### src/rtl/dashed_line_rasterizer_core_assert.svh
// ----------------------------------------------------------------------------
// Assertion macros for the dashed line rasterizer
// Clocked on clk, disabled while arst_n is low.
// ----------------------------------------------------------------------------
`ifndef DASHED_LINE_RASTERIZER_CORE_ASSERT_SVH
`define DASHED_LINE_RASTERIZER_CORE_ASSERT_SVH

// same-cycle implication
`define DLR_ASSERT_NOW(label, ante, cons) \
	label: assert property (@(posedge clk) disable iff (!arst_n) (ante) |-> (cons)) \
		else $error("dlr assertion failed");

// next-cycle implication
`define DLR_ASSERT_NEXT(label, ante, cons) \
	label: assert property (@(posedge clk) disable iff (!arst_n) (ante) |=> (cons)) \
		else $error("dlr assertion failed");

`endif

### src/rtl/dlr_ram.sv
// ----------------------------------------------------------------------------
// dlr_ram
// Generic simple dual-port RAM, one write port, one registered read port.
// ----------------------------------------------------------------------------
module dlr_ram #(
	parameter int WIDTH = 8,
	parameter int DEPTH = 256
) (
	input  logic                                      clk,
	input  logic                                      we,
	input  logic [((DEPTH > 1) ? $clog2(DEPTH) : 1)-1:0] waddr,
	input  logic [WIDTH-1:0]                          wdata,
	input  logic                                      re,
	input  logic [((DEPTH > 1) ? $clog2(DEPTH) : 1)-1:0] raddr,
	output logic [WIDTH-1:0]                          rdata
);

	logic [WIDTH-1:0] mem [DEPTH];

	always_ff @(posedge clk) begin
		if (we) begin
			mem[waddr] <= wdata;
		end
	end

	always_ff @(posedge clk) begin
		if (re) begin
			rdata <= mem[raddr];
		end
	end

endmodule

### config.mk
export PLATFORM = sky130hd
export DESIGN_NAME = dlr_ram
export DESIGN_NICKNAME = d
export VERILOG_FILES = /design/src/rtl/dashed_line_rasterizer_core_assert.svh /design/src/rtl/dlr_ram.sv
export SDC_FILE = /design/constraint.sdc
export NUM_CORES = 2
export LEC_CHECK = 0
export BUFFER_PORTS_ARGS = -buffer_cell sky130_fd_sc_hd__buf_2
export CORE_ASPECT_RATIO = 0.75
export CORE_MARGIN = 3
export CORE_UTILIZATION = 55
export DETAILED_ROUTE_END_ITERATION = 7
export GPL_ROUTABILITY_DRIVEN = 0
export GPL_TIMING_DRIVEN = 0
export PLACE_DENSITY = 0.71
export SYNTH_ARGS = -nofsm -noshare
export SYNTH_HDL_FRONTEND = slang
export SYNTH_SLANG_ARGS = --single-unit
export TNS_END_PERCENT = 10
### constraint.sdc
create_clock -name clk -period 2.2 [get_ports clk]
set_clock_uncertainty 0.15 [all_clocks]
set_input_delay 0.22 -clock clk [delete_from_list [all_inputs] [get_ports clk]]
set_output_delay 0.22 -clock clk [all_outputs]
set_load 0.01 [all_outputs]
**Word level (Yosys, flattened, before mapping)**

Memory sizes are Yosys's and may differ from the RTL's. A register that Yosys moved wholly into a read port is not among the register bits.
Index checks and enable logic that the tools add are counted.

- Output and inout bits: 8
- Input bits: 27
- Register bits after elaboration: 0
- Memories kept: 1
- RAM bits: 2048
- Word-level logic and storage cells: 3

- Muxes and demuxes: 2

Memory list:

| name | words | bits a word | rd ports | clocked after memory_dff | write ports | RTL line | text |
|---|---|---|---|---|---|---|---|
| mem | 256 | 8 | 1 | 1 | 1 | dlr_ram.sv:18 | `logic [WIDTH-1:0] mem [DEPTH];` |

Operators with widths:

| kind | number |
|---|---|
| $mux W1 | 2 |

**Depth between registers and ports, before layout**

- Depth after elaboration: 2
- Gate-level depth with buffers: 11
- Depth with buffers taken out: 6

**Worst setup path after synthesis**

OpenSTA, ideal clock, no wires.

- Path kind: input to register
- Start: input raddr[0] in the netlist's numbering
- End: register rdata[2] (read register of mem) (data pin)
- Arrival: 2.027 ns
- Cell stages on the path: 9
- Library setup time: 0.269 ns
- Data required time: 1.781 ns
- Buffers on the path: 4
- Slack: -0.246 ns
- Cells stage by stage: buf_6 buf_12 buf_8 buf_2 mux4_2 a22oi_1 a21oi_1 nor4_1 nor4_2

RTL lines:

| element | RTL line | text |
|---|---|---|
| start, declared | dlr_ram.sv:14 | `input logic [((DEPTH > 1) ? $clog2(DEPTH) : 1)-1:0] raddr,` |
| end, declared | dlr_ram.sv:15 | `output logic [WIDTH-1:0] rdata` |

==> qor.csv <==
metric;value;unit
Synth cell types;54;
number of synthesized register bits;2056;
GRT overflow;0;
Post-Layout Cell Count;6010;
Worst-Skew Late Latency;0.84;ns
fin crit share;1.30;
Antenna Violating Nets Remaining;0;
# IOs;35;
crit path kind;in -> reg;
synth warn;0;
setup TNS;-78.76;ns
failing checks;setup timing;
layout cells sized above 1;0.292;
vias in the first global route;41066;
Post-DP HPWL;157000;um
Core Box Area;143000;um2
first-pass GRT wire length;327000;um
Post-synth EDFFs;2056;
Cell Area, Synth;79600;um2
input/output buffers;27;
slew margin rel.;0.0842;
first-pass iteration count of the detailed router;7;
commonest register cell after synthesis;edfxtp_1;
critical path data required time;2.65;ns
Inst Count DP;5662;
DRC viols;0;
unrepaired setup endpoints after global routing;true;
root buffer cell;clkbuf_16;
critical path arrival;3.32;ns
clock-pin slew on the worst setup and hold paths;0.06;ns
final setup fails;933;
die area;149000;um2
vias per cell;7.11;
CP endpoint kind;flip-flop;
Leakage;27.6;nW
initial antenna violation count;10;
Worst Path Max Fanout;10;
Sink Count;2056;
worst setup margin;-0.665;ns
Highest Clock Rate;0.349;GHz
Gate Count Post-Synth;3733;
Max Slew Vio Count;0;
row count;120;
drt total wl;238000;um
DR iter-0 viols;8041;
Vias;42739;
DR WL/cell;39.6;um
worst vdd ir;770;uV
Area Overhead vs Synth;13.8;%
Die X;445;um
status;complete, but fails checks;
initial core utilization;0.556;
largest net degree at the start of global routing;153;
asr flop ratio synth;0;
Slew @ Worst Pin;1.37;ns
PD cells;871;nW/um2
Seq/Total Area, Yosys;0.775;
CTS H-tree lvls;4;
maxcap violations;0;
Global Route Usage Sum;0.321;
TritonCTS Buffers;181;
chip height;336;um
Avg Inst Size Synth;21.3;um2
Final Hold Vio Count;0;
worst min path class;in -> reg;
nets;3993;
CTS tree;built;
Hold Slack;0.140;ns
net count after synthesis;3760;
CP startpoint kind;input port;
CTS Buffer Depth;3;
min Tclk post-route;2.87;ns
-- flip-flops by register name (all words and copies together), names as in the netlist --
signal	count
rdata	8
mem	2048
-- layer usage --
layer	part of all wire	vias to the layer above	global-route usage	wire length (um)
met4	0.047	2	0.131	11200
met3	0.17	621	0.137	40800
met1	0.36	22069	0.456	86100
met5	0.000055	-	0	13
met2	0.42	3833	0.439	99700
li1	-	16214	-	-
-- layout make-up --
type / instances / area (um2)
diodes: 6 / 15.0
plain buffers: 230 / 2010
clock buffers: 239 / 4870
clock inverters: 91 / 658
fillers: 9468 / 52600
inverters: 2 / 8.76
multi-input cells: 1442 / 18300
flip-flops and latches: 2056 / 61700
well taps: 1891 / 2370
repair buffers: 53 / 653
-- cells in the mapped netlist (10+ instances only) --
cell type | number | area share
edfxtp_1 | 2056 | 0.78
mux4_2 | 454 | 0.13
nor2_1 | 282 | 0.013
mux2i_1 | 134 | 0.017
a22oi_1 | 133 | 0.013
clkbuf_1 | 111 | 0.0052
a21oi_1 | 96 | 0.0060
o221ai_1 | 46 | 0.0051
nand3_1 | 34 | 0.0021
nand2_1 | 33 | 0.0016
buf_2 | 31 | 0.0019
nor2b_1 | 31 | 0.0024
o22ai_1 | 28 | 0.0022
buf_4 | 27 | 0.0025
nor4_1 | 24 | 0.0019
buf_1 | 22 | 0.0010
nor3_1 | 22 | 0.0014
buf_6 | 21 | 0.0030
a211oi_1 | 16 | 0.0015
a221oi_1 | 13 | 0.0014
buf_8 | 13 | 0.0025
nand4_1 | 10 | 0.00079
o211ai_1 | 10 | 0.00094
o21ai_0 | 10 | 0.00063
-- cells by family after synthesis --
kind of cell    Yosys count  synth area share
mux                     591             0.146
flops                  2056             0.775
compound gates          385            0.0342
simple gates            466            0.0263
buf+inv                 235            0.0183
-- worst max-delay path, stage by stage --
cell	delay, ns
buf_2	0.18
buf_2	0.39
buf_2	0.64
mux4_2	0.45
nor2_1	0.08
a2111oi_2	0.75
nor3_2	0.17
nor4_4	0.42
-- where the power goes --
| part | total [mW] | internal (mW) | switching [mW] |
|---|---|---|---|
| clock | 30.6 | 16.4 | 14.2 |
| sequential | 43.2 | 43.2 | 0.0236 |
| combinational | 5.08 | 1.60 | 3.49 |
| total | 78.9 | 61.2 | 17.7 |
-- repair_timing --
action / 4_1_cts / 5_1_grt
endpoints found under the hold margin: 943 / 0
pin swaps: 24 / 17
endpoints found under the setup margin: 1307 / 1264
hold buffers: 9 / 0
buffers inserted: 6 / 0
resized for setup: 395 / 187
-- per-stage QoR --
step	power, mW	util	setup slack [ns]	instance area (um2)
2_1_floorplan	46.2	-	-0.127	79900
3_3_place_gp	48.6	0.575	-2.86	82400
3_5_place_dp	48.6	0.578	-2.86	82800
4_1_cts	78.6	0.628	-0.483	89900
5_1_grt	80.4	0.632	-0.587	90600
6_report	78.9	0.633	-0.665	90600
-- cell usage in the layout (no fill, tap or decap), types with 36 or more instances in the layout --
| master | count |
|---|---|
| a21oi_1 | 90 |
| a22oi_1 | 116 |
| buf_2 | 43 |
| buf_4 | 38 |
| clkbuf_1 | 87 |
| clkbuf_16 | 187 |
| clkbuf_2 | 36 |
| clkinv_1 | 50 |
| edfxtp_1 | 2056 |
| mux2i_1 | 134 |
| mux4_2 | 454 |
| nor2_1 | 107 |
| nor2_2 | 67 |
| nor2_4 | 108 |
| o221ai_1 | 42 |
-- final timing paths --
check                             from                 end  slack [ns]  depth (start not counted)
setup / recovery              raddr[3]  rdata[4]$_DFFE_PP_       -0.67                          8
hold / removal                      re  rdata[5]$_DFFE_PP_        0.14                          2
setup reg to reg  mem[87][4]$_DFFE_PP_  rdata[4]$_DFFE_PP_       -0.57                          5
hold reg to reg   mem[71][6]$_DFFE_PP_  rdata[6]$_DFFE_PP_        1.20                          5
Note: power is estimated with default switching activity, not from simulation.
