`config.mk`:
```
export PLATFORM = sky130hd
export DESIGN_NAME = dlr_walker
export DESIGN_NICKNAME = d
export VERILOG_FILES = /design/src/rtl/dashed_line_rasterizer_core_assert.svh /design/src/rtl/dlr_pkg.sv /design/src/rtl/dlr_walker.sv
export SDC_FILE = /design/constraint.sdc
export NUM_CORES = 1
export LEC_CHECK = 0
export BUFFER_PORTS_ARGS = -buffer_cell sky130_fd_sc_hd__buf_4
export CAP_MARGIN = 15
export CORE_MARGIN = 2
export CORE_UTILIZATION = 50
export CTS_CLUSTER_SIZE = 24
export DETAILED_ROUTE_END_ITERATION = 10
export PLACE_DENSITY = 0.69
export SYNTH_ARGS = -nofsm -noshare
export SYNTH_HDL_FRONTEND = slang
export SYNTH_SLANG_ARGS = --single-unit
```
`constraint.sdc`:
```
create_clock -name clk -period 8 [get_ports clk]
set_clock_uncertainty 0.2 [all_clocks]
set_input_delay 1.6 -clock clk [delete_from_list [all_inputs] [get_ports clk]]
set_output_delay 1.6 -clock clk [all_outputs]
set_load 0.02 [all_outputs]
```
`src/rtl/dashed_line_rasterizer_core_assert.svh`:
```
// ----------------------------------------------------------------------------
// Assertion macros for the dashed line rasterizer
// Clocked on clk, disabled while arst_n is low.
// ----------------------------------------------------------------------------
`ifndef DASHED_LINE_RASTERIZER_CORE_ASSERT_SVH
`define DASHED_LINE_RASTERIZER_CORE_ASSERT_SVH

// same-cycle implication
`define DLR_ASSERT_NOW(label, ante, cons) \
	label: assert property (@(posedge clk) disable iff (!arst_n) (ante) |-> (cons)) \
		else $error("dlr assertion failed");

// next-cycle implication
`define DLR_ASSERT_NEXT(label, ante, cons) \
	label: assert property (@(posedge clk) disable iff (!arst_n) (ante) |=> (cons)) \
		else $error("dlr assertion failed");

`endif

```
`src/rtl/dlr_pkg.sv`:
```
// ----------------------------------------------------------------------------
// dlr_pkg
// Shared constants, types and helpers of the dashed line rasterizer.
// ----------------------------------------------------------------------------
package dlr_pkg;

	localparam int SCREEN_WIDTH  = 128;
	localparam int SCREEN_HEIGHT = 128;
	localparam int FB_DEPTH      = SCREEN_WIDTH * SCREEN_HEIGHT;
	localparam int ADDR_W        = (FB_DEPTH > 1) ? $clog2(FB_DEPTH) : 1;
	localparam int COL_W         = (SCREEN_WIDTH > 1) ? $clog2(SCREEN_WIDTH) : 1;
	localparam int ROW_W         = (SCREEN_HEIGHT > 1) ? $clog2(SCREEN_HEIGHT) : 1;

	localparam int COORD_W     = 16;
	localparam int CLIP_W      = 16;
	localparam int PIX_W       = 8;
	localparam int DASH_W      = 8;
	localparam int CNT_W       = 17;
	localparam int ERR_W       = 19;
	localparam int IDX_W       = 3;
	localparam int TDATA_IN_W  = 96;
	localparam int TDATA_OUT_W = 32;

	typedef enum logic [IDX_W-1:0] {
		REG_CLIP_LEFT   = 3'd0,
		REG_CLIP_TOP    = 3'd1,
		REG_CLIP_RIGHT  = 3'd2,
		REG_CLIP_BOTTOM = 3'd3,
		REG_COLOUR_MODE = 3'd4
	} reg_idx_t;

	typedef enum logic [2:0] {
		ST_CLEAR,
		ST_IDLE,
		ST_SETUP,
		ST_DRAW,
		ST_DONE
	} state_t;

	typedef struct packed {
		logic [CLIP_W-1:0] left;
		logic [CLIP_W-1:0] top;
		logic [CLIP_W-1:0] right;
		logic [CLIP_W-1:0] bottom;
	} clip_cfg_t;

	typedef struct packed {
		logic in_clip;
		logic last;
	} walk_st_t;

	typedef struct packed {
		logic busy;
		logic on;
	} dash_st_t;

	function automatic logic [ADDR_W-1:0] fb_addr(logic [ROW_W-1:0] row,
		logic [COL_W-1:0] col);
		return ADDR_W'(ADDR_W'(row) * ADDR_W'(SCREEN_WIDTH)) + ADDR_W'(col);
	endfunction

	function automatic logic on_screen(logic signed [COORD_W-1:0] x,
		logic signed [COORD_W-1:0] y);
		return (x >= 0) && (y >= 0) &&
			(x < $signed(COORD_W'(SCREEN_WIDTH))) &&
			(y < $signed(COORD_W'(SCREEN_HEIGHT)));
	endfunction

endpackage

```
`src/rtl/dlr_walker.sv`:
```
// ----------------------------------------------------------------------------
// dlr_walker
// All-octant Bresenham stepper, one pixel per step, with clip test and
// framebuffer address of the current pixel.
// ----------------------------------------------------------------------------
module dlr_walker (
	input  logic                                clk,
	input  logic                                load,
	input  logic                                step,
	input  logic signed [dlr_pkg::COORD_W-1:0]  x0,
	input  logic signed [dlr_pkg::COORD_W-1:0]  y0,
	input  logic signed [dlr_pkg::COORD_W-1:0]  x1,
	input  logic signed [dlr_pkg::COORD_W-1:0]  y1,
	input  dlr_pkg::clip_cfg_t                  clip,
	output dlr_pkg::walk_st_t                   st,
	output logic [dlr_pkg::ADDR_W-1:0]          addr
);

	import dlr_pkg::*;

	logic signed [COORD_W-1:0] x_q, y_q, xe_q, ye_q;
	logic signed [ERR_W-1:0]   dx_q, dy_q, err_q;
	logic                      sx_neg_q, sy_neg_q;

	logic signed [ERR_W-1:0]   dxd, dyd, adx, ady;
	logic signed [ERR_W:0]     e2;
	logic                      mov_x, mov_y;
	logic signed [ERR_W-1:0]   err_n;
	logic signed [COORD_W:0]   xw, yw, left_w, top_w, right_w, bottom_w;

	always_comb begin
		dxd   = $signed({{(ERR_W-COORD_W){x1[COORD_W-1]}}, x1}) -
			$signed({{(ERR_W-COORD_W){x0[COORD_W-1]}}, x0});
		dyd   = $signed({{(ERR_W-COORD_W){y1[COORD_W-1]}}, y1}) -
			$signed({{(ERR_W-COORD_W){y0[COORD_W-1]}}, y0});
		adx   = dxd[ERR_W-1] ? -dxd : dxd;
		ady   = dyd[ERR_W-1] ? -dyd : dyd;

		e2    = $signed({err_q, 1'b0});
		mov_x = e2 >= $signed({dy_q[ERR_W-1], dy_q});
		mov_y = e2 <= $signed({dx_q[ERR_W-1], dx_q});
		err_n = err_q + (mov_x ? dy_q : '0) + (mov_y ? dx_q : '0);
	end

	always_ff @(posedge clk) begin
		if (load) begin
			x_q      <= x0;
			y_q      <= y0;
			xe_q     <= x1;
			ye_q     <= y1;
			dx_q     <= adx;
			dy_q     <= -ady;
			err_q    <= adx - ady;
			sx_neg_q <= !(x0 < x1);
			sy_neg_q <= !(y0 < y1);
		end else if (step) begin
			err_q <= err_n;
			if (mov_x) begin
				x_q <= sx_neg_q ? (x_q - COORD_W'(1)) : (x_q + COORD_W'(1));
			end
			if (mov_y) begin
				y_q <= sy_neg_q ? (y_q - COORD_W'(1)) : (y_q + COORD_W'(1));
			end
		end
	end

	always_comb begin
		xw       = $signed({x_q[COORD_W-1], x_q});
		yw       = $signed({y_q[COORD_W-1], y_q});
		left_w   = $signed({1'b0, clip.left});
		top_w    = $signed({1'b0, clip.top});
		right_w  = (clip.right == '0) ? $signed((COORD_W + 1)'(SCREEN_WIDTH)) :
			$signed({1'b0, clip.right});
		bottom_w = (clip.bottom == '0) ? $signed((COORD_W + 1)'(SCREEN_HEIGHT)) :
			$signed({1'b0, clip.bottom});
		st.in_clip = (xw >= left_w) && (xw < right_w) && (yw >= top_w) &&
			(yw < bottom_w) && on_screen(x_q, y_q);
		st.last    = (x_q == xe_q) && (y_q == ye_q);
		addr       = fb_addr(y_q[ROW_W-1:0], x_q[COL_W-1:0]);
	end

endmodule

```
# Word level (Yosys, flattened, before mapping)
# Index checks and enable logic that the tools add are counted.
[totals]
regBits = 123
in_bits = 131
output_inout_bits = 16
elab_cells = 69
[classes]
n_addsub = 13
order_cmp = 12
n_eq_ne = 2
n_mux = 16
n_reduce_logical = 17
[op_table]
columns = ["cell", "n"]
rows = [
  ["$mux W16", 10],
  ["$mux W19", 6],
  ["$add A19 B19 Y19", 2],
  ["$neg A17 Y19", 2],
  ["$ge A16 B17 Y1", 2],
  ["$lt A16 B17 Y1", 2],
  ["$sub A16 B16 Y17", 2],
  ["$add A16 B2 Y16 const B", 2],
  ["$eq A16 B16 Y1", 2],
  ["$ge A16 B1 Y1 const B", 2],
  ["$logic_not A16 Y1", 2],
  ["$lt A16 B16 Y1", 2],
  ["$lt A16 B9 Y1 const B", 2],
  ["$sub A16 B2 Y16 const B", 2],
  ["$ge A20 B19 Y1", 1],
  ["$le A20 B19 Y1", 1],
  ["$neg A19 Y19", 1],
  ["$sub A19 B19 Y19", 1],
  ["$add A14 B7 Y14", 1],
  ["$logic_and A1 B1 Y1", 8],
  ["$reduce_bool A2 Y1", 3],
  ["$reduce_and A2 Y1", 2],
  ["$logic_not A1 Y1", 2],
]

# Logic depth before layout (Yosys ltp)
[depth]
ltp_word = 7
mapped_depth = 28
ltp_nobuf = 27

# Least setup slack after synthesis
# No wires, ideal clock.
[synth_timing]
path_kind = "input -> register"
start = "in x1[0] (netlist name)"
end = "reg err_q[18] (data pin)"
setup_time_ns = 0.260
arrival_time_ns = 5.944
t_required_ns = 7.540
setup_slack_ns = 1.596
path_stages = 28
n_path_buf = 1
path_cell_list = "inv_1 -> ha_1 -> inv_1 -> fa_1 -> a21o_1 -> a21oi_1 -> o21ai_0 -> nand2_1 -> o21ai_0 -> nand2b_1 -> nand2_1 -> nor3_1 -> a21oi_1 -> clkbuf_1 -> nor2_1 -> xnor2_1 -> ha_1 -> nor2b_1 -> o21ai_0 -> a21oi_1 -> o2111ai_1 -> a21boi_0 -> a311oi_1 -> nor3_1 -> a31oi_1 -> o21bai_1 -> a21oi_1 -> mux2_2"
[synth_between]
elab_chain_cells = 5
[synth_rtl]
columns = ["item", "line", "text"]
rows = [
  ["start: declaration", "dlr_walker.sv:12", "input logic signed [dlr_pkg::COORD_W-1:0] x1,"],
  ["$sub A16 B16 Y17 (*)", "dlr_walker.sv:32", "dxd = $signed({{(ERR_W-COORD_W){x1[COORD_W-1]}}, x1}) -"],
  ["$neg A17 Y19", "dlr_walker.sv:36", "adx = dxd[ERR_W-1] ? -dxd : dxd;"],
  ["$mux W19 (*)", "dlr_walker.sv:36", ""],
  ["net adx[2]", "dlr_walker.sv:25", "logic signed [ERR_W-1:0] dxd, dyd, adx, ady;"],
  ["$sub A19 B19 Y19 (*)", "dlr_walker.sv:53", "err_q <= adx - ady;"],
  ["$mux W19 (*)", "dlr_walker.sv:46", "if (load) begin"],
  ["end signal: assignment", "dlr_walker.sv:53", ""],
  ["end signal: assignment", "dlr_walker.sv:57", "err_q <= err_n;"],
  ["end: declaration", "dlr_walker.sv:22", "logic signed [ERR_W-1:0] dx_q, dy_q, err_q;"],
]
# The timed path passes the listed nets; every way through them passes the cells marked *.
# A chain may end at the register's enable or synchronous reset.

# Final worst setup path
[layout_timing]
start = "in x0[0] (netlist name)"
end = "reg err_q[18] (data pin)"
[layout_between]
elab_chain_cells = 5
[layout_rtl]
columns = ["item", "line", "text"]
rows = [
  ["start: declaration", "dlr_walker.sv:10", "input logic signed [dlr_pkg::COORD_W-1:0] x0,"],
  ["$sub A16 B16 Y17 (*)", "dlr_walker.sv:32", ""],
  ["$neg A17 Y19", "dlr_walker.sv:36", ""],
  ["$mux W19 (*)", "dlr_walker.sv:36", ""],
  ["net adx[1]", "dlr_walker.sv:25", ""],
  ["$sub A19 B19 Y19 (*)", "dlr_walker.sv:53", ""],
  ["$mux W19 (*)", "dlr_walker.sv:46", ""],
]
# Marks and branches as above.

==> reports/metrics.csv <==
metric;value;unit
endpoint_kind;flip-flop;
cpMostUsedCell;a21oi_1;
syn-instance-count;1510;
synth_top_area_share;27.3;%
hp-class;flip-flop to flip-flop;
grt_max_degree;90;
dp.cells;1968;
synth_flop_cell;edfxtp_1;
avgSynthCellArea;8.95;sq um
path_max_fanout;16;
viasPerCell;5.73;
final_nets;2001;
antennaDiodeCount;0;
synthToLayoutAreaGrowth;14.9;%
leakagePower;7.25;nW
drv_slew;0;
dieArea;0.0283;sq mm
drt_wl_total;36900;microns
drt_pass1_iterations;5;
wire_per_inst;18.4;microns
ys_types;80;
synthTopCellsByCount;inv_1 (204), ha_1 (200), edfxtp_1 (123), a21oi_1 (108), nor2_1 (93);
cap_violations;0;
drive_gt1_share;13.2;%
cts-root-buf;clkbuf_16;
synth_edf_count;123;
crit_type;input port to flip-flop;
rsz0062_at_grt;no;
clock_latency;430;ps
min_period;7440;ps
ios;147;
fp.dieW;168;microns
fin_crit_sh;92.9;%
p_per_area;378;mW/mm^2
port_buffers;146;
cts_made_buffers;17;
cp-start-kind;input port;
dp_hpwl;29500;microns
gp_congestion;0.986;
ctsHoldBuffers;0;
fmax;0.134;GHz
grt_pass1_wl;58200;microns
slowest_delay;840;ps
clk_path_buf_depth;2;
grt_antenna_before_repair;0;
overflow;0;
fin_tns_setup;0;ps
grt_use_total;26.2;%
clk_pin_slew;60;ps
rows;60;
worst_slew_pin_slew;1110;ps
total_power;5.87;mW
drt.antenna.violating_nets;0;
core-area;0.0267;sq mm
status;finished clean;
layout.cells.non_filler;2000;
hold_violations;0;
ys.warnings.count;0;
initialDrtViolationCount;949;
start_util;50.5;%
post_cts_buffers;0;
synth_area_leaders;edfxtp_1 (27%), ha_1 (19%), inv_1 (5.7%), xnor2_1 (4.6%), xor2_1 (4.6%);
grt_pass1_vias;11000;
h-tree-depth;4;
slowest_stage;a21oi_1;
hold_ws;551;ps
synth_seq_area_share;27.3;%
final_area;0.0155;sq mm
finalSetupViolCount;0;
peakVddDrop;0.178;mV
slew_headroom;25.8;%
arrival;7420;ps
ys_seq_elements;123;
clock-sinks;123;
synth_area;0.0135;sq mm
yosysTopAreaCell;edfxtp_1;
synth.most_common_cell;inv_1;
ys_async_sr_fraction;0;%
cts_tree;done;
die_h;168;microns
ctsResizeCount;0;
cp.required;7980;ps
route.detailed.drc;0;
routed-via-count;11500;
dpl-instance-area;0.0149;sq mm
r2r_slack;1490;ps
[cells in the final DEF (no fill, tap or decap), drive strengths merged, types with 24 or more instances in the layout]
cell	Yosys	layout
inv	204	210
ha	200	200
buf	20	152
edfxtp	123	123
a21oi	109	109
nor2	95	95
nand2	92	92
o21ai	83	83
xnor2	74	74
xor2	73	73
a21o	43	43
nor3	32	32
nand3	27	27
nor4	27	27
nor2b	26	26
nand4	25	25
fa	24	24
[stage by stage]
step                      utilization (%)  setup slack, ps
after floorplan                         -             1600
after global placement               55.7              532
after detailed placement             55.7              267
final                                58.1              565
after CTS                            58.1              674
after global routing                 58.1             37.9
[worst max-delay path: cells and delay by family]
kind            cells  cell delay (ps)
mux                 2              610
fa+ha+maj           3              880
compound gates     13             3250
buf+inv             3              250
simple gates        6              810
[path summary, 6_finish.rpt]
path	cells after the start	end	from
max reg2reg	23	err_q[18]$_DFFE_PP_	err_q[0]$_DFFE_PP_
max	27	err_q[18]$_DFFE_PP_	x0[0]
min	1	x_q[0]$_DFFE_PP_	x_q[0]$_DFFE_PP_
min reg2reg	1	x_q[0]$_DFFE_PP_	x_q[0]$_DFFE_PP_
[per-layer routing]
metal  part of all wire (%)  vias up  GRT usage (%)
met5                      0        -              0
met4                    1.4        0           5.02
met3                    6.3       35           4.35
met2                     46      374           42.7
met1                     46     5400           37.0
li1                       -     5646              -
[kinds of logic (layout without fill, tap and decap cells)]
| family | count (synthesis) | in the layout | share of synthesized area (%) |
|---|---|---|---|
| AND/OR/NAND/NOR | 404 | 404 | 15.3 |
| AO/OA/AOI/OAI | 359 | 359 | 17.5 |
| buffers and inverters | 241 | 388 | 7.17 |
| adder cells (fa/ha/maj) | 224 | 224 | 22.1 |
| XOR/XNOR | 147 | 147 | 9.81 |
| flip-flops | 123 | 123 | 27.3 |
| multiplexers | 10 | 10 | 0.797 |
| other | 2 | 4 | 0.0556 |
[power breakdown]
group,total (mW),switching (mW),internal [mW],leakage [nW]
combinational,3.73,2.09,1.64,5.72
clock,0.861,0.332,0.529,0.310
sequential,1.28,0.262,1.01,1.22
[state kept, by name (all words and copies together) (netlist names)]
| register | cells |
|---|---|
| ye_q | 16 |
| dx_q | 19 |
| sy_neg_q | 1 |
| err_q | 19 |
| y_q | 16 |
| dy_q | 19 |
| xe_q | 16 |
| sx_neg_q | 1 |
| x_q | 16 |
[cell type report]
class	count	area [sq um]
clock inverters	15	211
repair buffers	152	1140
multi-input cells	1148	8850
clock buffers	17	425
inverters	204	766
flip-flops and latches	123	3690
fillers	2412	11200
well taps	341	427
(Power assumes the default switching activity.)
