File: config.mk
export PLATFORM = sky130hd
export DESIGN_NAME = dlr_dash
export DESIGN_NICKNAME = d
export VERILOG_FILES = /design/src/rtl/dashed_line_rasterizer_core_assert.svh /design/src/rtl/dlr_pkg.sv /design/src/rtl/dlr_dash.sv
export SDC_FILE = /design/constraint.sdc
export NUM_CORES = 1
export LEC_CHECK = 0
export ABC_AREA = 1
export ABC_CLOCK_PERIOD_IN_PS = 3000
export BUFFER_PORTS_ARGS = -buffer_cell sky130_fd_sc_hd__buf_2
export CORE_ASPECT_RATIO = 0.9
export CORE_UTILIZATION = 50
export DETAILED_ROUTE_END_ITERATION = 10
export PLACE_DENSITY = 0.78
export SLEW_MARGIN = 40
export SYNTH_ARGS = -nofsm -noshare
export SYNTH_HDL_FRONTEND = slang
export SYNTH_SLANG_ARGS = --single-unit
File: constraint.sdc
create_clock -name clk -period 3 [get_ports clk]
set_input_delay 0.3 -clock clk [delete_from_list [all_inputs] [get_ports clk]]
set_output_delay 0.3 -clock clk [all_outputs]
set_load 0.02 [all_outputs]
File: src/rtl/dashed_line_rasterizer_core_assert.svh
// ----------------------------------------------------------------------------
// Assertion macros for the dashed line rasterizer
// Clocked on clk, disabled while arst_n is low.
// ----------------------------------------------------------------------------
`ifndef DASHED_LINE_RASTERIZER_CORE_ASSERT_SVH
`define DASHED_LINE_RASTERIZER_CORE_ASSERT_SVH

// same-cycle implication
`define DLR_ASSERT_NOW(label, ante, cons) \
	label: assert property (@(posedge clk) disable iff (!arst_n) (ante) |-> (cons)) \
		else $error("dlr assertion failed");

// next-cycle implication
`define DLR_ASSERT_NEXT(label, ante, cons) \
	label: assert property (@(posedge clk) disable iff (!arst_n) (ante) |=> (cons)) \
		else $error("dlr assertion failed");

`endif

File: src/rtl/dlr_pkg.sv
// ----------------------------------------------------------------------------
// dlr_pkg
// Shared constants, types and helpers of the dashed line rasterizer.
// ----------------------------------------------------------------------------
package dlr_pkg;

	localparam int SCREEN_WIDTH  = 128;
	localparam int SCREEN_HEIGHT = 128;
	localparam int FB_DEPTH      = SCREEN_WIDTH * SCREEN_HEIGHT;
	localparam int ADDR_W        = (FB_DEPTH > 1) ? $clog2(FB_DEPTH) : 1;
	localparam int COL_W         = (SCREEN_WIDTH > 1) ? $clog2(SCREEN_WIDTH) : 1;
	localparam int ROW_W         = (SCREEN_HEIGHT > 1) ? $clog2(SCREEN_HEIGHT) : 1;

	localparam int COORD_W     = 16;
	localparam int CLIP_W      = 16;
	localparam int PIX_W       = 8;
	localparam int DASH_W      = 8;
	localparam int CNT_W       = 17;
	localparam int ERR_W       = 19;
	localparam int IDX_W       = 3;
	localparam int TDATA_IN_W  = 96;
	localparam int TDATA_OUT_W = 32;

	typedef enum logic [IDX_W-1:0] {
		REG_CLIP_LEFT   = 3'd0,
		REG_CLIP_TOP    = 3'd1,
		REG_CLIP_RIGHT  = 3'd2,
		REG_CLIP_BOTTOM = 3'd3,
		REG_COLOUR_MODE = 3'd4
	} reg_idx_t;

	typedef enum logic [2:0] {
		ST_CLEAR,
		ST_IDLE,
		ST_SETUP,
		ST_DRAW,
		ST_DONE
	} state_t;

	typedef struct packed {
		logic [CLIP_W-1:0] left;
		logic [CLIP_W-1:0] top;
		logic [CLIP_W-1:0] right;
		logic [CLIP_W-1:0] bottom;
	} clip_cfg_t;

	typedef struct packed {
		logic in_clip;
		logic last;
	} walk_st_t;

	typedef struct packed {
		logic busy;
		logic on;
	} dash_st_t;

	function automatic logic [ADDR_W-1:0] fb_addr(logic [ROW_W-1:0] row,
		logic [COL_W-1:0] col);
		return ADDR_W'(ADDR_W'(row) * ADDR_W'(SCREEN_WIDTH)) + ADDR_W'(col);
	endfunction

	function automatic logic on_screen(logic signed [COORD_W-1:0] x,
		logic signed [COORD_W-1:0] y);
		return (x >= 0) && (y >= 0) &&
			(x < $signed(COORD_W'(SCREEN_WIDTH))) &&
			(y < $signed(COORD_W'(SCREEN_HEIGHT)));
	endfunction

endpackage

File: src/rtl/dlr_dash.sv
// ----------------------------------------------------------------------------
// dlr_dash
// Dash pattern tracker: a bit-serial divide of the phase by the dash length
// seeds remainder and quotient parity, then both follow the wrapping counter.
// ----------------------------------------------------------------------------
module dlr_dash (
	input  logic                          clk,
	input  logic                          arst_n,
	input  logic                          load,
	input  logic [dlr_pkg::DASH_W-1:0]    phase,
	input  logic [dlr_pkg::DASH_W-1:0]    length,
	input  logic                          step,
	output dlr_pkg::dash_st_t             st
);

	import dlr_pkg::*;

	localparam int BIT_W = $clog2(DASH_W);

	logic              busy_q;
	logic [BIT_W-1:0]  bit_q;
	logic [DASH_W-1:0] num_q;
	logic [DASH_W-1:0] len_q;
	logic [DASH_W-1:0] cnt_q;
	logic [DASH_W-1:0] rem_q;
	logic              par_q;
	logic [DASH_W:0]   rem_sh;
	logic              q_bit;
	logic [DASH_W:0]   rem_red;
	logic [DASH_W-1:0] rem_inc;

	always_comb begin
		rem_sh  = {rem_q, num_q[DASH_W-1]};
		q_bit   = rem_sh >= {1'b0, len_q};
		rem_red = q_bit ? (rem_sh - {1'b0, len_q}) : rem_sh;
		rem_inc = rem_q + DASH_W'(1);
	end

	always_ff @(posedge clk or negedge arst_n) begin
		if (!arst_n) begin
			busy_q <= 1'b0;
			bit_q  <= '0;
		end else if (load) begin
			busy_q <= 1'b1;
			bit_q  <= BIT_W'(DASH_W - 1);
		end else if (busy_q) begin
			bit_q <= bit_q - BIT_W'(1);
			if (bit_q == '0) begin
				busy_q <= 1'b0;
			end
		end
	end

	always_ff @(posedge clk) begin
		if (load) begin
			num_q <= phase;
			cnt_q <= phase;
			len_q <= (length == '0) ? DASH_W'(1) : length;
			rem_q <= '0;
			par_q <= 1'b0;
		end else if (busy_q) begin
			num_q <= {num_q[DASH_W-2:0], 1'b0};
			rem_q <= rem_red[DASH_W-1:0];
			par_q <= q_bit;
		end else if (step) begin
			cnt_q <= cnt_q + DASH_W'(1);
			if (cnt_q == '1) begin
				rem_q <= '0;
				par_q <= 1'b0;
			end else if (rem_inc == len_q) begin
				rem_q <= '0;
				par_q <= ~par_q;
			end else begin
				rem_q <= rem_inc;
			end
		end
	end

	assign st.busy = busy_q;
	assign st.on   = ~par_q;

endmodule

# == Yosys cells after proc, flatten, opt, wreduce, memory -nomap -nowiden ==
# Cells that the tools add are included.
# word_totals
latchBits,0
output_inout_bits,2
n_memories,0
ramBits,0
elab_cells,43
regBits,37
romBits,0
# op_classes
bitwise_logic,1
add_sub_neg,4
eq_ne,3
n_mux,19
n_reduce_logical,8
multipliers,0
n_lt_le_gt_ge,1
div,0
shift,0
# op_table
cell,count
two-way mux 8 bit,10
"adder 8 x 1 -> 8 bit, second input constant",2
greater-or-equal comparator 9 x 8 -> 1 bit,1
== test 8 bit,1
"== test 8 bit, second input constant",1
zero test 8 bit,1
subtractor 8 bit,1
two-way mux 1 bit,7
two-way mux 3 bit,2
nonzero test 2 bit,3
AND reduction 2 bit,2
zero test 3 bit,1
nonzero test 3 bit,1
"subtractor 3 x 1 -> 3 bit, second input constant",1
"inequality test 2 bit, second input constant",1
NOT 1 bit,1

# == Depth between registers and ports, before layout ==
# Gate-level depths: netlist of the first run.
# depth
depth_word,6
depth_mapped,14
depth_no_buf,14

# == Worst setup path after synthesis of the first run ==
# OpenSTA, ideal clock, no wires.
# synth_timing
kind,reg-to-reg
from,register len_q[0]
to,register rem_q[6]
path_stages_with_launch,12
t_arrival_ns,1.674
required_time_ns,2.881
setup_slack_ns,1.206
period_less_slack_ns,1.794
cell_sequence,edfxtp_1 -> ha_1 -> fa_1 -> nor2_1 -> nand2_1 -> nand3_1 -> xor2_1 -> nand2_1 -> nand3_1 -> nand2_1 -> inv_1 -> a21oi_1
# synth_via
elab_chain_cells,5
elab_cells_between_ends,8
classes_between,add/sub (1); order compare (1); eq/ne (1); mux (5)
# synth_lines
element,line,source
from (decl),dlr_dash.sv:23,logic [DASH_W-1:0] len_q;
from (signal assigned),dlr_dash.sv:58,len_q <= (length == '0) ? DASH_W'(1) : length;
branches (longest 4 deep; another with subtractor 8 bit),--,
two-way mux 8 bit (*),dlr_dash.sv:61,end else if (busy_q) begin
to (signal assigned),dlr_dash.sv:63,rem_q <= rem_red[DASH_W-1:0];
to (signal assigned),dlr_dash.sv:74,rem_q <= rem_inc;
to (decl),dlr_dash.sv:25,logic [DASH_W-1:0] rem_q;
# Every way passes the cells marked *. The select of a mux whose other input is x is not followed.
# A chain may end at the register's enable or synchronous reset.

# == Worst setup path in the final report of the first run ==
# Ends and elaborated chain as after synthesis.

==> impl_metrics.json, run 1 <==
{
  "io_buffers": 21,
  "crit_path_cell_trace": "ha_1, fa_1, nor2_1, nand2_1, nand3_1, xor2_1, nand2_1, nand3_1, nand2_1, inv_1, a21oi_1",
  "dp_hpwl_um": 4370,
  "drt-wirelength-per-cell_um": 13.5,
  "cellLeakagePower_uw": 0.00138,
  "endpoint_kind": "flop",
  "yosysUniqueCellTypes": 35,
  "clk_latency_ps": 280,
  "synth_compound_area_frac": 0.101,
  "worst_pin_slew_ps": 553,
  "dieArea_um2": 5360,
  "async_flop_share": 0.108,
  "final_cell_mix": "nand2_1, nand3_1, inv_1",
  "initial_core_util": 0.521,
  "cts_sinks": 37,
  "fillers": 479,
  "worst-path-max-fanout": 4,
  "gp_congestion": 0.960,
  "wl_met2_um": 2740,
  "finalClockSkew_ps": 4.59,
  "wl_met1_um": 2540,
  "maxCapViolCount": 0,
  "crit_path_start_kind": "flop",
  "power_uw": 2000,
  "r2r_setup_slack_ps": 900,
  "path_clk_slew_ps": 70,
  "arrival_ps": 2270,
  "maxSlewViolCount": 0,
  "synth-simple-area-share": 0.327,
  "grt_max_degree": 24,
  "min_path_type": "in2reg",
  "timing.rr.start": "len_q[0]",
  "drive_gt1_frac": 0.124,
  "post_cts_buffers": 0,
  "final_common_cell": "nand2_1",
  "synth_top_family_by_area": "simple AND/OR/NAND/NOR gates",
  "setup_tns_ps": 0,
  "grt.total_usage": 0.235,
  "r2r.worst_path.cells": 11,
  "grt-ovfl-total": 0,
  "synth_xor_area_frac": 0.0242,
  "yosysWarnings": 0,
  "crit_required_ps": 3170,
  "fin_nets": 395,
  "synthMuxAreaShare": 0,
  "synth_edf_count": 24,
  "powerDensity_nw_per_um2": 717,
  "fin_crit_sh": 0.702,
  "cts-root-buf": "clkbuf_8",
  "relSlewSlack": 0.631,
  "fmax_mhz": 475,
  "rsz0062_at_grt": "no",
  "dr.max_layer_used": "met4",
  "vias": 2303,
  "postRouteWirelength_um": 5800,
  "cts_max_level": 2,
  "syn_nets": 378,
  "via_per_inst": 5.38,
  "area_delta_synth_final_pct": 10.1,
  "cts_tree": "built",
  "firstDrtPassIters": 5,
  "drt_iter0_drc": 211,
  "syn_area_per_cell_um2": 7.35,
  "drc": 0,
  "die_width_um": 77.1,
  "min_to": "len_q[6]",
  "crit_top_cell": "nand2_1",
  "met3_length_um": 399,
  "clockBufferDepth": 2,
  "min_period_ps": 2100,
  "setup_viol": 0,
  "slowest_delay_ps": 440,
  "dominantRegCellSynth": "edfxtp_1",
  "ctsResizeCount": 0,
  "synth_seq_area_share": 0.395,
  "die_h_um": 69.6,
  "diodes": 0,
  "ys_seq_elements": 37,
  "grt_pass1_wl_um": 9830,
  "grt_pass1_vias": 2176,
  "run_status": "completed",
  "holdCritStartpoint": "length[6]",
  "r2r-end": "rem_q[6]",
  "cts_inserted_buffers": 5,
  "ios": 22,
  "drtAntennaViolNets": 0,
  "vdd_drop_max_mv": 0.425,
  "utilization": 0.574,
  "fp.coreArea_um2": 4860,
  "fp-row-count": 24,
  "antenna_found_initial": 0,
  "timing_worst_setup_path_type": "reg2reg",
  "cp_slowest_cell": "fa_1",
  "finalHoldViolations": 0,
  "synthAdderAreaFrac": 0.0671,
  "netlist_instances": 345,
  "hold_path_depth": 1,
  "synth_area_um2": 2530
}
flip-flops by register name, indices dropped and copies added, names as in the netlist:
signal and count:
bit_q 3, busy_q 1, cnt_q 8, len_q 8, num_q 8, par_q 1
rem_q 8
critical path, delay by kind of cell, from the launching register on:
kind            cells  cell delay [ps]
buf+inv             1               70
flops               1              410
xor+xnor            1              210
compound gates      1               50
fa+ha+maj           2              710
simple gates        6              540
routing by layer:
metal,global-route usage,vias up
met2,0.389,77
met5,0,-
met3,0.0539,10
met4,0.0713,0
met1,0.306,1058
li1,-,1158
power breakdown:
part           total, µW  switching [µW]  internal (µW)
sequential           725             102            624
clock                418             172            245
combinational        859             536            324
cell usage after synthesis (3+ instances only):
cell type  number  area (µm²)
clkbuf_1       11        41.3
nor2_1         18        67.6
a21oi_1        18        90.1
nor2_2          5        31.3
ha_1           12         150
dfrtp_1         4         100
xor2_1          5        43.8
nand3b_1        3        22.5
nand2_2         3        18.8
dfxtp_1         9         180
inv_2           3        11.3
o21ai_0        16        80.1
nand3_1        43         215
nand2_1       106         398
inv_1          41         154
edfxtp_1       24         721
through the flow:
stage          worst slack [ps]  hold WS (ps)  area [µm²]  cells
6_report                    895           209        2790    428
5_1_grt                     714           200        2790    428
4_1_cts                     925           202        2790    428
3_5_place_dp                948           114        2680    419
3_3_place_gp                966           111        2680    419
2_1_floorplan              1210          4.41        2530    345
how the worst max path moves through the flow:
stage	endpoint	from	slack (ps)	depth (start not counted)
finish	rem_q[6]	len_q[0]	900	11
floorplan	rem_q[6]	len_q[0]	1210	11
global placement	rem_q[6]	len_q[0]	970	11
CTS	rem_q[6]	len_q[0]	930	11
detailed placement	rem_q[6]	len_q[0]	950	11
global route	rem_q[6]	len_q[0]	710	11
layout make-up:
class	instances	area, µm²	share of cell area
multi-input combinational	251	1320	0.471
clock inverter	2	33.8	0.0121
sequential	37	1000	0.359
clock buffer	6	72.6	0.0260
tap	65	81.3	0.0291
inverter	44	165	0.0592
timing repair buffer	23	123	0.0439
kinds of logic (layout without fill, tap and decap cells):
kind of cell             count (synthesis)  after routing
AO/OA/AOI/OAI                           44             44
XOR/XNOR                                 7              7
adder cells (fa/ha/maj)                 13             13
buffers and inverters                   57             75
flip-flops                              37             37
AND/OR/NAND/NOR                        187            187
what timing repair did:
action,4_1_cts,5_1_grt
setup endpoints to repair,0,0
hold buffers,1,0
hold endpoints to repair,4,0
Power figures use the tool's default switching activity.
==> inputs of run 2 (changes only) <==
- ABC_CLOCK_PERIOD_IN_PS: 3000 -> 2000
- clock period: 3 -> 2 ns (I/O delays scaled with it)
==> run 2 against run 1 <==
Sequential share of layout area down 2.5 points. Clock power increased by 32%. Clock skew is essentially flat. Maximum frequency grew 7.6%. Global-route usage fell by 0.24 points. Setup slack lost 850 ps. Combinational power up 86%. Die area is the same. Design area grew 8.1%. Sequential power is 46% higher. Core utilization rose by 4.7 points. Register-to-register slack worse by 850 ps. Critical path type unchanged. Critical endpoint is now rem_q[2].
==> impl_metrics.json, run 2 (same netlist as run 1, synthesis figures left out) <==
{
  "run_status": "completed",
  "min_to": "len_q[1]",
  "drt_iter0_drc": 212,
  "timing.rr.start": "len_q[2]",
  "fin_nets": 412,
  "grt.total_usage": 0.233,
  "crit_path_start_kind": "flop",
  "cts_inserted_buffers": 5,
  "cts_max_level": 2,
  "ios": 22,
  "finalClockSkew_ps": 4.80,
  "holdCritStartpoint": "length[1]",
  "hold_path_depth": 1,
  "hold_ws_ps": 93.5,
  "relSlewSlack": 0.667,
  "io_buffers": 21,
  "cts_tree": "built",
  "grt_pass1_wl_um": 9780,
  "multi_input_area_um2": 1420,
  "vias": 2362,
  "antenna_found_initial": 0,
  "clockBufferDepth": 2,
  "vdd_drop_max_mv": 0.728,
  "fp.coreArea_um2": 4860,
  "worst-path-max-fanout": 8,
  "drc": 0,
  "path_clk_slew_ps": 80,
  "fillers": 429,
  "via_per_inst": 5.31,
  "clk_latency_ps": 300,
  "r2r-end": "rem_q[2]",
  "die_width_um": 77.1,
  "arrival_ps": 2140,
  "drtAntennaViolNets": 0,
  "timing_worst_setup_path_type": "reg2reg",
  "powerDensity_nw_per_um2": 1060,
  "cts-root-buf": "clkbuf_8",
  "grt-ovfl-total": 0,
  "setup_viol": 0,
  "maxCapViolCount": 0,
  "finalHoldViolations": 0,
  "dieArea_um2": 5360,
  "gp_congestion": 0.926,
  "fmax_mhz": 511,
  "r2r.worst_path.cells": 13,
  "rsz0062_at_grt": "yes",
  "r2r_setup_slack_ps": 40,
  "fp-row-count": 24,
  "initial_core_util": 0.521,
  "ff_latch_area_um2": 1010,
  "firstDrtPassIters": 5,
  "dp_hpwl_um": 4410,
  "final_common_cell": "nand2_1",
  "setup_tns_ps": 0,
  "diodes": 0,
  "fin_crit_sh": 0.978,
  "worst_pin_slew_ps": 499,
  "drt-wirelength-per-cell_um": 13.9,
  "grt_max_degree": 23,
  "min_path_type": "in2reg",
  "utilization": 0.620,
  "area_delta_synth_final_pct": 19.1,
  "maxSlewViolCount": 0,
  "postRouteWirelength_um": 6190,
  "cellLeakagePower_uw": 0.00146,
  "crit_required_ps": 2180,
  "cts_sinks": 37,
  "final_cell_mix": "nand2_1, nand3_1, inv_1",
  "endpoint_kind": "flop",
  "grt_pass1_vias": 2198,
  "drive_gt1_frac": 0.221,
  "min_period_ps": 1960,
  "die_h_um": 69.6,
  "power_uw": 3200
}
[run 2: timing repair]
| action | CTS | global route |
|---|---|---|
| hold buffers | 1 | 0 |
| endpoints found under the setup margin | 0 | 9 |
| gates resized for setup | 0 | 27 |
| setup buffers | 0 | 5 |
| endpoints found under the hold margin | 4 | 0 |
[run 2: metrics by stage]
step	instance area (µm²)	instances	worst slack (ps)
global placement	2770	431	38.2
finish	3020	445	44.2
floorplan	2530	345	206
global route	3020	445	-74.9
CTS	2870	440	0.429
detailed placement	2770	431	18.6
[run 2: critical path: stages, from the launching register on]
cell and delay [ps]:
edfxtp_1 430, inv_2 120, ha_4 230, nand2_1 80, nand2_1 100, a21oi_4 200, o21ai_4 90, nand2_4 140
buf_4 130, nand3b_1 70, nand3_1 80, nand2_1 50, inv_1 70, a21oi_1 50
[run 2: worst max path at each step]
stage | from | endpoint | slack (ps) | cells after the start
finish | len_q[2] | rem_q[2] | 40 | 13
floorplan | len_q[0] | rem_q[6] | 210 | 11
detailed placement | len_q[0] | rem_q[6] | 20 | 11
global placement | len_q[0] | rem_q[6] | 40 | 11
CTS | len_q[0] | rem_q[6] | 0.4 | 11
global route | len_q[2] | rem_q[1] | -70 | 13
[run 2: cell type report]
cell class | count | area share
Sequential cell | 37 | 0.333
Clock inverter | 3 | 0.00705
Inverter | 44 | 0.0547
Clock buffer | 5 | 0.0228
Timing Repair Buffer | 40 | 0.0842
Tap cell | 65 | 0.0269
Multi-Input combinational cell | 251 | 0.471
[run 2: power by group]
group          internal, µW  leakage [µW]  switching [µW]
Clock                   248     0.0000445             304
Combinational           671       0.00105             925
Sequential              942      0.000361             114
Total                  1860       0.00146            1340
[run 2: per-layer routing]
layer	part of all wire	global-route usage	vias to the layer above
met5	0	0	-
met3	0.059	0.0355	10
met4	0.014	0.0901	0
met1	0.46	0.319	1068
li1	-	-	1195
met2	0.47	0.370	89
==> inputs of run 3 (changes only) <==
- ABC_AREA: 1 -> unset
==> run 3 against run 2 <==
The run now ends with negative setup slack left. Clock skew up 3.2 ps. Non-clock buffer count up 36. Critical path depth down 4. Hold slack better by 2.0 ps. Clock power up 17%. Core utilization up 7.1 points. Sequential share of layout area down 3.3 points. Setup slack worse by 270 ps.
==> impl_metrics.json, run 3 <==
{
  "finalHoldViolations": 0,
  "timing_worst_setup_path_type": "reg2reg",
  "area_delta_synth_final_pct": 31.7,
  "run_status": "finished with violations",
  "die_width_um": 77.3,
  "clockBufferDepth": 2,
  "fin_ws_ps": -228,
  "fin_nets": 379,
  "fmax_mhz": 449,
  "synth_area_um2": 2550,
  "yosysUniqueCellTypes": 52,
  "final_cell_mix": "buf_4, nand2_1, o21ai_0",
  "finalClockSkew_ps": 7.98,
  "fin_area_um2": 3360,
  "cts_inserted_buffers": 5,
  "via_per_inst": 5.65,
  "pre_cts_slack_ps": -330,
  "fin_crit_sh": 1.11,
  "dominantRegCellSynth": "edfxtp_1",
  "vdd_drop_max_mv": 0.777,
  "yosysWarnings": 0,
  "syn_area_per_cell_um2": 8.96,
  "initial_core_util": 0.525,
  "cts_tree": "built",
  "cts_sinks": 37,
  "vias": 2327,
  "synth.most_common_cell": "nand2_1",
  "final_common_cell": "buf_4",
  "drt-wirelength-per-cell_um": 16.5,
  "worst-path-max-fanout": 4,
  "arrival_ps": 2400,
  "maxSlewViolCount": 0,
  "synth_edf_count": 24,
  "r2r_setup_slack_ps": -230,
  "grt-ovfl-total": 0,
  "drive_gt1_frac": 0.343,
  "setup_viol": 9,
  "ys_seq_elements": 37,
  "grt_pass1_vias": 2119,
  "relSlewSlack": 0.718,
  "synth_commonest_cells": "nand2_1, o21ai_0, inv_1",
  "netlist_instances": 285,
  "antenna_found_initial": 0,
  "fin_cells": 412,
  "fp-row-count": 24,
  "min_path_type": "in2reg",
  "grt.total_usage": 0.233,
  "cts-root-buf": "clkbuf_8",
  "cellLeakagePower_uw": 0.00141,
  "dpl_cell_area_um2": 3080,
  "syn_nets": 318,
  "synthDominantCellAreaShare": 0.282,
  "postRouteWirelength_um": 6780,
  "gp_congestion": 0.899,
  "grt_pass1_wl_um": 9720,
  "dieArea_um2": 5400,
  "fp.coreArea_um2": 4860,
  "placed_cells": 399,
  "yosys-top-cells-area": "edfxtp_1, dfxtp_1, ha_1",
  "maxCapViolCount": 0,
  "rsz0062_at_grt": "yes",
  "powerDensity_nw_per_um2": 1120,
  "io_buffers": 21,
  "endpoint_kind": "flop",
  "clk_latency_ps": 300,
  "synth_seq_area_share": 0.392,
  "violations": "negative setup slack",
  "grt_max_degree": 22,
  "crit_required_ps": 2180,
  "ios": 22,
  "firstDrtPassIters": 7,
  "power_uw": 3770,
  "die_h_um": 69.8,
  "drt_iter0_drc": 212,
  "dp_hpwl_um": 4500,
  "async_flop_share": 0.108,
  "drtAntennaViolNets": 0,
  "diodes": 0,
  "path_clk_slew_ps": 70,
  "worst_pin_slew_ps": 422,
  "crit_path_start_kind": "flop",
  "yosys.area.top_type": "edfxtp_1",
  "cts_max_level": 2,
  "min_period_ps": 2230,
  "drc": 0
}
==> run 3: per-stage QoR <==
| step | setup TNS (ps) | util | hold WS, ps |
|---|---|---|---|
| floorplan | -486 | - | -95.6 |
| global placement | -1810 | 0.633 | 7.55 |
| detailed placement | -1950 | 0.633 | 16.8 |
| CTS | -978 | 0.675 | 85.4 |
| global route | -2070 | 0.691 | 90.1 |
| finish | -1380 | 0.691 | 95.4 |
==> run 3: worst max-delay path: stages, from the launching register on <==
cell      delay (ps)
edfxtp_1         420
inv_2             90
ha_4             190
nor2b_4          120
o211a_1          230
o31a_1           320
buf_4            180
a2111o_1         330
nand4_1          140
a31oi_1           90
==> run 3: report_power, final <==
| group | total [µW] | internal (µW) | switching, µW |
|---|---|---|---|
| clock | 647 | 367 | 280 |
| sequential | 1100 | 953 | 151 |
| combinational | 2010 | 1020 | 992 |
| total | 3770 | 2340 | 1420 |
==> run 3: per-layer routing <==
layer / vias to the layer above / wire length (µm) / global-route usage
met5: - / 0 / 0
met4: 0 / 226 / 0.0734
met3: 26 / 437 / 0.0355
met2: 97 / 3210 / 0.384
met1: 1083 / 2910 / 0.312
li1: 1121 / - / -
==> run 3: cell type report <==
cell class | instances | area (µm²)
multi-input combinational | 201 | 1540
fill | 369 | 1500
sequential | 37 | 1010
timing repair buffer | 76 | 524
inverter | 25 | 93.8
tap | 65 | 81.3
clock buffer | 5 | 68.8
clock inverter | 3 | 41.3
==> run 3: repair_timing <==
action                                  4_1_cts  5_1_grt
endpoints found under the hold margin         4        0
pin swaps                                     3        2
gates resized for setup                      14       11
endpoints found under the setup margin        9        9
hold buffers                                  1        0
buffers inserted                              2        2
==> run 3: path summary, 6_finish.rpt <==
path | cells past startpoint | endpoint | from
max | 9 | rem_q[7] | len_q[1]
min | 1 | len_q[3] | length[3]
max reg2reg | 9 | rem_q[7] | len_q[1]
min reg2reg | 2 | bit_q[0] | bit_q[0]
max in group asynchronous | 2 | busy_q | arst_n
min in group asynchronous | 2 | bit_q[2] | arst_n
==> run 3: cells by family after synthesis <==
group | share of synthesized area
AND/OR/NAND/NOR | 0.202
XOR/XNOR | 0.0583
buffers and inverters | 0.0794
AO/OA/AOI/OAI | 0.175
flip-flops | 0.392
multiplexers | 0.0260
adder cells (fa/ha/maj) | 0.0666
